**src/sv/cled_pkg.sv**
```systemverilog
`timescale 1ns / 1ps

package cled_pkg;

   // Chain length and the frame that follows from it
   localparam int LED_COUNT   = 1;
   localparam int FRAME_BYTES = 8 + 4 * LED_COUNT;
   localparam int CNT_W       = $clog2(FRAME_BYTES);

   localparam logic [7:0] FLAG_BASE = 8'hC0;
   localparam logic [7:0] ZERO_BYTE = 8'h00;

   // Request opcodes
   localparam logic OP_WRITE = 1'b0;
   localparam logic OP_READ  = 1'b1;

   // Byte position inside one LED group
   localparam logic [1:0] PH_FLAG  = 2'd0;
   localparam logic [1:0] PH_BLUE  = 2'd1;
   localparam logic [1:0] PH_GREEN = 2'd2;
   localparam logic [1:0] PH_RED   = 2'd3;

   typedef struct packed {
      logic       op;
      logic [3:0] led_index;
      logic [7:0] red;
      logic [7:0] green;
      logic [7:0] blue;
   } req_type;

   typedef struct packed {
      logic [7:0] frame_byte;
      logic       frame_last;
      logic [7:0] read_red;
      logic [7:0] read_green;
      logic [7:0] read_blue;
      logic       index_bad;
   } rsp_type;

   typedef struct packed {
      logic [7:0] red;
      logic [7:0] green;
      logic [7:0] blue;
   } color_type;

   // Controller to datapath
   typedef struct packed {
      logic load;
      logic emit_read;
      logic emit_frame;
   } cmd_type;

   // Datapath to controller
   typedef struct packed {
      logic frame_done;
   } stat_type;

   // Flag byte: 0xC0 with the inverted top two bits of blue, green, red
   function automatic logic [7:0] flag_byte(input color_type c);
      logic [7:0] f;
      f = FLAG_BASE;
      f[5:4] = ~c.blue[7:6];
      f[3:2] = ~c.green[7:6];
      f[1:0] = ~c.red[7:6];
      return f;
   endfunction

endpackage

```
**src/sv/chainable_rgb_led_frame_gen.sv**
```systemverilog
`timescale 1ns / 1ps

// Chainable RGB LED frame generator.
// Request channel: drive req_item and raise start; the item is taken at a
// rising edge where start is high and busy is low. op selects write or read.
// Result channel: each result sits on rsp_item for one cycle with rsp_valid
// high. The receiver cannot stall; it must take every result as it comes.
// A write stores the color (unless led_index is out of range) and then
// emits the whole frame: four zero bytes, per LED a flag byte then blue,
// green and red, then four zero bytes. That is 8 + 4*LED_COUNT results, one
// per cycle; the state register and then the result register lie between
// accept and the first one. The frame byte counter sets the pace, and busy
// stays high through the whole sweep, so no new item is taken meanwhile.
// A read returns a single registered result and holds busy for one
// cycle. index_bad marks every result of an item whose index is past the
// chain. Reset clears all stored colors to black and returns to idle.
module chainable_rgb_led_frame_gen (
   input  logic              clock,
   input  logic              reset,
   input  logic              start,
   output logic              busy,
   input  cled_pkg::req_type req_item,
   output logic              rsp_valid,
   output cled_pkg::rsp_type rsp_item
);
   import cled_pkg::*;

   cmd_type  cmd;
   stat_type stat;

   // Sequence the item: idle, then a read cycle or a frame sweep
   cled_ctrl u_ctrl (
      .clock  (clock),
      .reset  (reset),
      .start  (start),
      .req_op (req_item.op),
      .stat   (stat),
      .cmd    (cmd),
      .busy   (busy)
   );

   // Hold the colors, build each byte, register the result
   cled_datapath u_datapath (
      .clock     (clock),
      .reset     (reset),
      .req_item  (req_item),
      .cmd       (cmd),
      .stat      (stat),
      .rsp_valid (rsp_valid),
      .rsp_item  (rsp_item)
   );

endmodule

```
**src/sv/cled_ctrl.sv**
```systemverilog
`timescale 1ns / 1ps

module cled_ctrl (
   input  logic             clock,
   input  logic             reset,
   input  logic             start,
   input  logic             req_op,
   input  cled_pkg::stat_type stat,
   output cled_pkg::cmd_type  cmd,
   output logic             busy
);
   import cled_pkg::*;

   typedef enum logic [1:0] {
      ST_IDLE,
      ST_READ,
      ST_FRAME
   } state_type;

   state_type state_ff;
   state_type state_in;
   logic      accept;

   assign accept = start && (state_ff == ST_IDLE);

   always_comb begin
      state_in = state_ff;
      case (state_ff)
         ST_IDLE: begin
            if (start) begin
               state_in = (req_op == OP_READ) ? ST_READ : ST_FRAME;
            end
         end
         ST_READ: begin
            state_in = ST_IDLE;
         end
         ST_FRAME: begin
            if (stat.frame_done) begin
               state_in = ST_IDLE;
            end
         end
         default: begin
            state_in = ST_IDLE;
         end
      endcase
   end

   always_ff @(posedge clock) begin
      if (reset) begin
         state_ff <= ST_IDLE;
      end else begin
         state_ff <= state_in;
      end
   end

   assign busy           = (state_ff != ST_IDLE);
   assign cmd.load       = accept;
   assign cmd.emit_read  = (state_ff == ST_READ);
   assign cmd.emit_frame = (state_ff == ST_FRAME);

   a_frame_holds: assert property (@(posedge clock) disable iff (reset)
      state_ff == ST_FRAME && !stat.frame_done |=> state_ff == ST_FRAME)
      else $error("frame sweep left early");

   a_read_one_cycle: assert property (@(posedge clock) disable iff (reset)
      state_ff == ST_READ |=> state_ff == ST_IDLE)
      else $error("read did not finish in one cycle");

   a_accept_leaves_idle: assert property (@(posedge clock) disable iff (reset)
      accept |=> busy)
      else $error("accepted item did not raise busy");

endmodule

```
**src/sv/cled_datapath.sv**
```systemverilog
`timescale 1ns / 1ps

module cled_datapath (
   input  logic               clock,
   input  logic               reset,
   input  cled_pkg::req_type  req_item,
   input  cled_pkg::cmd_type  cmd,
   output cled_pkg::stat_type stat,
   output logic               rsp_valid,
   output cled_pkg::rsp_type  rsp_item
);
   import cled_pkg::*;

   color_type            store_ff [LED_COUNT];
   logic [3:0]           idx_ff;
   logic                 bad_ff;
   logic [CNT_W-1:0]     cnt_ff;
   logic                 rsp_valid_ff;
   rsp_type              rsp_ff;

   logic                 req_bad;
   logic [CNT_W-1:0]     grp;
   logic [1:0]           phase;
   logic [3:0]           rd_addr;
   color_type            rd_color;
   logic                 in_led;
   logic [7:0]           frame_byte;
   rsp_type              rsp_in;

   assign req_bad = ({1'b0, req_item.led_index} >= 5'(LED_COUNT));
   assign grp     = cnt_ff >> 2;
   assign phase   = cnt_ff[1:0];
   assign in_led  = (grp != '0) && (grp <= CNT_W'(LED_COUNT));

   // Single read port: read index on reads, current LED group on frames
   assign rd_addr = cmd.emit_read ? idx_ff : 4'(grp - CNT_W'(1));

   always_comb begin
      rd_color = '0;
      for (int i = 0; i < LED_COUNT; i++) begin
         if (rd_addr == 4'(i)) begin
            rd_color = store_ff[i];
         end
      end
   end

   always_comb begin
      frame_byte = ZERO_BYTE;
      if (in_led) begin
         case (phase)
            PH_FLAG:  frame_byte = flag_byte(rd_color);
            PH_BLUE:  frame_byte = rd_color.blue;
            PH_GREEN: frame_byte = rd_color.green;
            PH_RED:   frame_byte = rd_color.red;
            default:  frame_byte = ZERO_BYTE;
         endcase
      end
   end

   assign stat.frame_done = (cnt_ff == CNT_W'(FRAME_BYTES - 1));

   always_comb begin
      rsp_in = '0;
      rsp_in.index_bad = bad_ff;
      if (cmd.emit_read) begin
         rsp_in.frame_last = 1'b1;
         if (!bad_ff) begin
            rsp_in.read_red   = rd_color.red;
            rsp_in.read_green = rd_color.green;
            rsp_in.read_blue  = rd_color.blue;
         end
      end else begin
         rsp_in.frame_byte = frame_byte;
         rsp_in.frame_last = stat.frame_done;
      end
   end

   // Store: cleared at reset, written on an accepted write with a good index
   always_ff @(posedge clock) begin
      for (int i = 0; i < LED_COUNT; i++) begin
         if (reset) begin
            store_ff[i] <= '0;
         end else if (cmd.load && req_item.op == OP_WRITE && !req_bad
                      && req_item.led_index == 4'(i)) begin
            store_ff[i] <= '{red: req_item.red, green: req_item.green,
                             blue: req_item.blue};
         end
      end
   end

   always_ff @(posedge clock) begin
      if (reset) begin
         cnt_ff       <= '0;
         rsp_valid_ff <= 1'b0;
      end else begin
         if (cmd.load) begin
            cnt_ff <= '0;
         end else if (cmd.emit_frame) begin
            cnt_ff <= cnt_ff + CNT_W'(1);
         end
         rsp_valid_ff <= cmd.emit_read || cmd.emit_frame;
      end
   end

   always_ff @(posedge clock) begin
      if (cmd.load) begin
         idx_ff <= req_item.led_index;
         bad_ff <= req_bad;
      end
      rsp_ff <= rsp_in;
   end

   assign rsp_valid = rsp_valid_ff;
   assign rsp_item  = rsp_ff;

   a_frame_ends_last: assert property (@(posedge clock) disable iff (reset)
      cmd.emit_frame && stat.frame_done |=> rsp_valid_ff && rsp_ff.frame_last)
      else $error("frame end not marked last");

   a_read_shape: assert property (@(posedge clock) disable iff (reset)
      cmd.emit_read |=> rsp_valid_ff && rsp_ff.frame_last
                        && rsp_ff.frame_byte == ZERO_BYTE)
      else $error("read result malformed");

   a_bad_read_zero: assert property (@(posedge clock) disable iff (reset)
      cmd.emit_read && bad_ff |=> rsp_ff.read_red == 8'd0
         && rsp_ff.read_green == 8'd0 && rsp_ff.read_blue == 8'd0)
      else $error("out of range read returned a color");

endmodule
```
**config.mk**
```make
export PLATFORM = sky130hd
export DESIGN_NAME = chainable_rgb_led_frame_gen
export DESIGN_NICKNAME = d
export VERILOG_FILES = /design/src/sv/cled_pkg.sv /design/src/sv/chainable_rgb_led_frame_gen.sv /design/src/sv/cled_ctrl.sv /design/src/sv/cled_datapath.sv
export SDC_FILE = /design/constraint.sdc
export NUM_CORES = 1
export LEC_CHECK = 0
export ABC_AREA = 1
export BUFFER_PORTS_ARGS = -buffer_cell sky130_fd_sc_hd__buf_2
export CORE_MARGIN = 8
export CORE_UTILIZATION = 48
export CTS_CLUSTER_DIAMETER = 100
export DETAILED_ROUTE_END_ITERATION = 16
export PLACE_DENSITY_LB_ADDON = 0.25
export SETUP_SLACK_MARGIN = 0.4
export SYNTH_ARGS = -nofsm -noshare
export SYNTH_HDL_FRONTEND = slang
export SYNTH_SLANG_ARGS = --single-unit
```
**constraint.sdc**
```tcl
create_clock -name clock -period 3.3 [get_ports clock]
set_clock_uncertainty 0.1 [all_clocks]
set_input_delay 0.66 -clock clock [delete_from_list [all_inputs] [get_ports clock]]
set_output_delay 0.66 -clock clock [all_outputs]
set_load 0.01 [all_outputs]
```
=== Word level (Yosys, flattened, before mapping) ===
Memories as Yosys holds them, arrays and structs flattened.
Cells that the tools add are included.

* Flip-flop bits (word level): 46
* Memory bits (writable): 24
* Input bits: 32
* Logic and storage cells: 62
* Memories kept: 1

* $add $sub $neg: 2
* $lt $le $gt $ge: 2
* Eq/ne operators: 8
* Multiplexer cells: 14
* Bitwise logic cells: 6
* Reduce and logical (&&, ||, !) cells: 18

{| class="wikitable"
|+ Memories
! memory !! words !! width !! rd ports !! clocked after memory_dff !! write ports !! line !! RTL
|-
| u_datapath.store_ff || 1 || 24 || 1 || 0 || 1 || cled_datapath.sv:14 || <nowiki>color_type store_ff [LED_COUNT];</nowiki>
|}

{| class="wikitable"
|+ Operators by type and width
! kind !! number
|-
| two-way mux 24 bit || 2
|-
| case mux 8 bit (4 select lines) || 1
|-
| OR reduction 24 bit || 1
|-
| zero test 4 bit || 2
|-
| == test 2 bit, second input constant || 3
|-
| two-way mux 1 bit || 6
|-
| two-way mux 2 bit || 3
|-
| NOT 2 bit || 3
|-
| OR reduction 2 bit || 3
|-
| logical AND 1 bit || 5
|-
| adder 4 x 1 -> 4 bit, second input constant || 1
|-
| == test 2 x 1 -> 1 bit, second input constant || 2
|-
| == test 4 bit, second input constant || 1
|-
| greater-or-equal comparator 4 x 1 -> 1 bit, second input constant || 1
|-
| zero test 2 bit || 2
|-
| two-way mux 4 bit || 1
|-
| != test 2 bit, second input constant || 2
|-
| case mux 2 bit (2 select lines) || 1
|-
| nonzero test 4 bit || 1
|-
| NOT 1 bit || 3
|-
| subtractor 2 x 1 -> 3 bit, second input constant || 1
|-
| <= comparator 2 x 1 -> 1 bit, second input constant || 1
|-
| AND reduction 2 bit || 1
|-
| nonzero test 2 bit || 1
|-
| other kinds (2) || 2
|}

=== Depth between registers and ports, before layout ===
* Depth in word-level cells: 10
* Depth in mapped cells: 12
* Depth with buffers taken out: 11

=== By module ===
From an unflattened synthesis, not the netlist that was laid out.

* Cells, all modules: 305
* Area, all modules: 2,768.9 um^2

{| class="wikitable"
|+ By module, submodules not included
! module !! times used !! cells each !! area each (um^2) !! seq. area each (um^2)
|-
| cled_datapath || 1 || 289 || 2,653.8 || 1,651.6
|-
| cled_ctrl || 1 || 16 || 115.1 || 40.0
|}

=== Least setup slack after synthesis ===
No wires, ideal clock.

* Kind: input -> register
* From: input start
* To: memory u_datapath.store_ff[0][0] in the netlist's numbering, enable pin
* Setup time: 0.438 ns
* Arrival time: 2.718 ns
* Data required time: 2.762 ns
* Setup slack: 0.043 ns
* Stages: 4
* Buffers on the path: 0
* Cell sequence: nand2_1 inv_1 nand2_1 o21ai_0

* Word-level cells in the longest chain between the ends: 9

{| class="wikitable"
|+ RTL lines
! item !! line !! RTL
|-
| start: declaration || chainable_rgb_led_frame_gen.sv:20 || <nowiki>input logic start,</nowiki>
|-
| logical AND 1 bit (*) || cled_ctrl.sv:24 || <nowiki>assign accept = start && (state_ff == ST_IDLE);</nowiki>
|-
| logical AND 1 bit (*) (2 in a row) || cled_datapath.sv:83 || <nowiki>end else if (cmd.load && req_item.op == OP_WRITE && !req_bad</nowiki>
|-
| logical AND 1 bit (*) || cled_datapath.sv:84 || <nowiki>&& req_item.led_index == 4'(i)) begin</nowiki>
|-
| two-way mux 1 bit (*) || cled_datapath.sv:83 ||
|-
| two-way mux 1 bit (*) || cled_datapath.sv:81 || <nowiki>if (reset) begin</nowiki>
|-
| two-way mux 1 bit (not written as such) (*) || cled_datapath.sv:85 || <nowiki>store_ff[i] <= '{red: req_item.red, green: req_item.green,</nowiki>
|-
| OR reduction 24 bit (no line) || - ||
|-
| two-way mux 1 bit (no line) (*) || - ||
|-
| end: declaration || cled_datapath.sv:14 ||
|}

Every way passes the cells marked *; elsewhere a longest branch is shown, timed or not.

=== Worst setup path in the final report ===
* From: register u_ctrl.state_ff[1]
* To: memory u_datapath.store_ff[0][14] in the netlist's numbering, enable pin

* Word-level cells in the longest chain between the ends: 10

{| class="wikitable"
|+ RTL lines
! item !! line !! RTL
|-
| start: declaration || cled_ctrl.sv:20 || <nowiki>state_type state_ff;</nowiki>
|-
| start signal: assignment || cled_ctrl.sv:52 || <nowiki>state_ff <= state_in;</nowiki>
|-
| zero test 2 bit (*) || cled_ctrl.sv:24 ||
|-
| logical AND 1 bit (*) || cled_ctrl.sv:24 ||
|-
| logical AND 1 bit (*) (2 in a row) || cled_datapath.sv:83 ||
|-
| logical AND 1 bit (*) || cled_datapath.sv:84 ||
|-
| two-way mux 1 bit (*) || cled_datapath.sv:83 ||
|-
| two-way mux 1 bit (*) || cled_datapath.sv:81 ||
|-
| two-way mux 1 bit (not written as such) (*) || cled_datapath.sv:85 ||
|-
| OR reduction 24 bit (no line) || - ||
|-
| two-way mux 1 bit (no line) (*) || - ||
|}

Marked as above.

==> results_dict.tcl <==
set metrics [dict create \
    power_frac_seq_pct 55.0 \
    synth_edf_count 29 \
    cpPeakStageDelay_ns 0.44 \
    hold-worst-slack_ns 0.278 \
    area_growth_pct 17.8 \
    overflow 0 \
    leakage_nw 1.59 \
    nNetsFinal 420 \
    cp_slowest_cell "o21ai_2" \
    syn-num-nets 355 \
    grt.total_usage_pct 14.1 \
    grt_pass1_vias 2155 \
    drtIter0Drc 112 \
    peakVddDrop_mv 0.268 \
    synth-seq-cells 70 \
    avgSynthCellArea_um2 9.38 \
    fmax_ghz 0.463 \
    hpwl_um 4450 \
    wl_per_cell_um 12.9 \
    netlist_top_cells_area "edfxtp_1, dfxtp_1, nor2_1" \
    clock_latency_ns 0.34 \
    timing.final.crit_share_pct 65.5 \
    ant_nets 0 \
    p_int_mw 1.34 \
    setup_viol 0 \
    cp-end-kind "flop" \
    grt_max_degree 26 \
    core-area_um2 5920 \
    switchingPower_mw 0.359 \
    cellPowerDensity_nw_per_um2 493 \
    critPathTopFamily "buffers and inverters" \
    worstPathRequired_ns 3.23 \
    port_buffers 67 \
    crit_start "u_ctrl.state_ff[1]" \
    antenna_found_initial 0 \
    start_util_pct 49.4 \
    yosys.cell_count.top_type "nor2_1" \
    power_frac_comb_pct 4.8 \
    pin_count 68 \
    ff_latch_area_um2 1690 \
    drv_cap 0 \
    drt_pre_antenna_iters 4 \
    yosys-top-cells-count "nor2_1, nand2_1, dfxtp_1, inv_1, edfxtp_1" \
    tns_ns 0 \
    fill_cells 537 \
    hp-class "flop to flop" \
    drive_gt1_share_pct 24.3 \
    outcome "finished, final reports clean" \
    synth-seq-area-share_pct 57.8 \
    critPathKind "flop to flop" \
    viasPerCell 4.76 \
    drc 0 \
    critPathMaxFanout 14 \
    cts_tree "yes" \
    rows 28 \
    synth.distinct_cells 29 \
    netlist_area_um2 2930 \
    multiInputGateArea_um2 957 \
    yosysTopAreaCell "edfxtp_1" \
    layout_min_cycle_time_ns 2.16 \
    vias 2175 \
    crit_arrival_ns 2.09 \
    fp.dieH_um 94.1 \
    synthDominantCellAreaShare_pct 29.8 \
    slew_headroom_pct 47.2 \
    slew_viol_final 0 \
    cts_buffers 9 \
    reg2reg_from "u_ctrl.state_ff[1]" \
    clock_path_buffers 2 \
    path_buf_inv 3 \
    postCtsSetupBuffers 0 \
    hold_start "u_datapath.bad_ff" \
    ys.flop_type "dfxtp_1" \
    clock_sinks 70 \
    post_cts_resize_count 0 \
    crit_path_start_kind "flop" \
    root_buffer "clkbuf_8" \
    netSwitchingFraction_pct 21.1 \
    clk_pin_slew_ns 0.07 \
    hold_buffers 0 \
    crit_chain "inv_1 -> ha_1 -> nand2_1 -> inv_1 -> nand2_1 -> o21ai_2 -> buf_4" \
    synthArstFlopShare_pct 0 \
    worst_pin_slew_ns 0.792 \
    hold_violations 0 \
    netlist_instances 312 \
    num_antenna_cells 0 \
    gp_congestion 0.822 \
    dieWidth_um 94.1 \
    wl_um 5900 \
    grt_pass1_wl_um 9620 \
    rsz0062_at_grt "no" \
    cts_max_level 3 \
    yosys_warnings 0 \
    p_clk_share_pct 40.2 \
    dieArea_um2 8850 \
]
## layout make-up
| cell class | count | share of cell area (%) |
|---|---|---|
| repair buffers | 68 | 9.95 |
| flip-flops and latches | 70 | 49.1 |
| multi-input cells | 187 | 27.8 |
| clock buffers | 12 | 4.50 |
| clock inverters | 4 | 1.31 |
| well taps | 75 | 2.72 |
| inverters | 41 | 4.61 |
## logic make-up (layout without fill, tap and decap cells)
kind of cell | count (synthesis) | in the layout | synth area share, %
simple gates | 168 | 168 | 25.9
flops | 70 | 70 | 57.8
buf+inv | 55 | 125 | 9.58
fa+ha+maj | 11 | 11 | 4.70
compound gates | 7 | 7 | 1.63
mux | 1 | 1 | 0.342
## worst paths after layout
check                                to  slack (ns)  cells past startpoint
min              u_datapath.rsp_item[0]        0.28                      0
min reg2reg      u_datapath.rsp_item[0]        0.28                      0
max reg2reg  u_datapath.store_ff[0][14]        1.14                      7
max          u_datapath.store_ff[0][14]        1.14                      7
## sequential cells by signal, summed over array words and instances, names as in the netlist
register / cells
u_datapath.store_ff: 24
u_ctrl.state_ff: 2
u_datapath.idx_ff: 4
u_datapath.cnt_ff: 4
u_datapath.bad_ff: 1
u_datapath.rsp_item: 34
u_datapath.rsp_valid: 1
## worst register-to-register path: stages, from the launching register on
cell     delay (ns)
dfxtp_1        0.33
inv_1          0.11
ha_1           0.17
nand2_1        0.06
inv_1          0.20
nand2_1        0.12
o21ai_2        0.44
buf_4          0.32
## power by group through the flow
stage / clock [mW] / sequential (mW) / combinational (mW)
5_1_grt: 0.732 / 0.936 / 0.0923
3_3_place_gp: 0 / 0.953 / 0.0811
6_report: 0.682 / 0.934 / 0.0816
3_5_place_dp: 0 / 0.953 / 0.0821
2_1_floorplan: 0 / 0.950 / 0.0491
4_1_cts: 0.698 / 0.934 / 0.0825
## routing by layer
layer | vias to the layer above | wire (um) | part of all wire [%] | global-route usage, %
met5 | - | 0 | 0 | 0
met4 | 0 | 141 | 2.4 | 7.27
met3 | 12 | 419 | 7.1 | 5.84
met2 | 59 | 2960 | 50 | 23.9
met1 | 975 | 2380 | 40 | 14.7
li1 | 1129 | - | - | -
## per-stage QoR
| stage | std cells | worst slack (ns) | cell area (um2) | util (%) | total power [mW] |
|---|---|---|---|---|---|
| after floorplan | 312 | 0.691 | 2930 | - | 0.999 |
| after global placement | 441 | 1.00 | 3240 | 54.8 | 1.03 |
| after detailed placement | 441 | 0.983 | 3240 | 54.8 | 1.04 |
| after CTS | 457 | 1.13 | 3440 | 58.2 | 1.71 |
| after global routing | 457 | 1.01 | 3440 | 58.2 | 1.76 |
| final | 457 | 1.14 | 3440 | 58.2 | 1.70 |
## cells in the final DEF (no fill, tap or decap), types with 3 or more instances in the layout
cell       n
nor3_1     3
nor3b_1    6
ha_1      11
nand4_1   24
buf_2     67
nand2_1   55
inv_1     38
a21oi_1    3
nand3_1    6
dfxtp_1   41
clkinv_2   3
clkbuf_8  11
nor2_1    66
edfxtp_1  29
No activity file was read; power rests on OpenSTA's default activity.
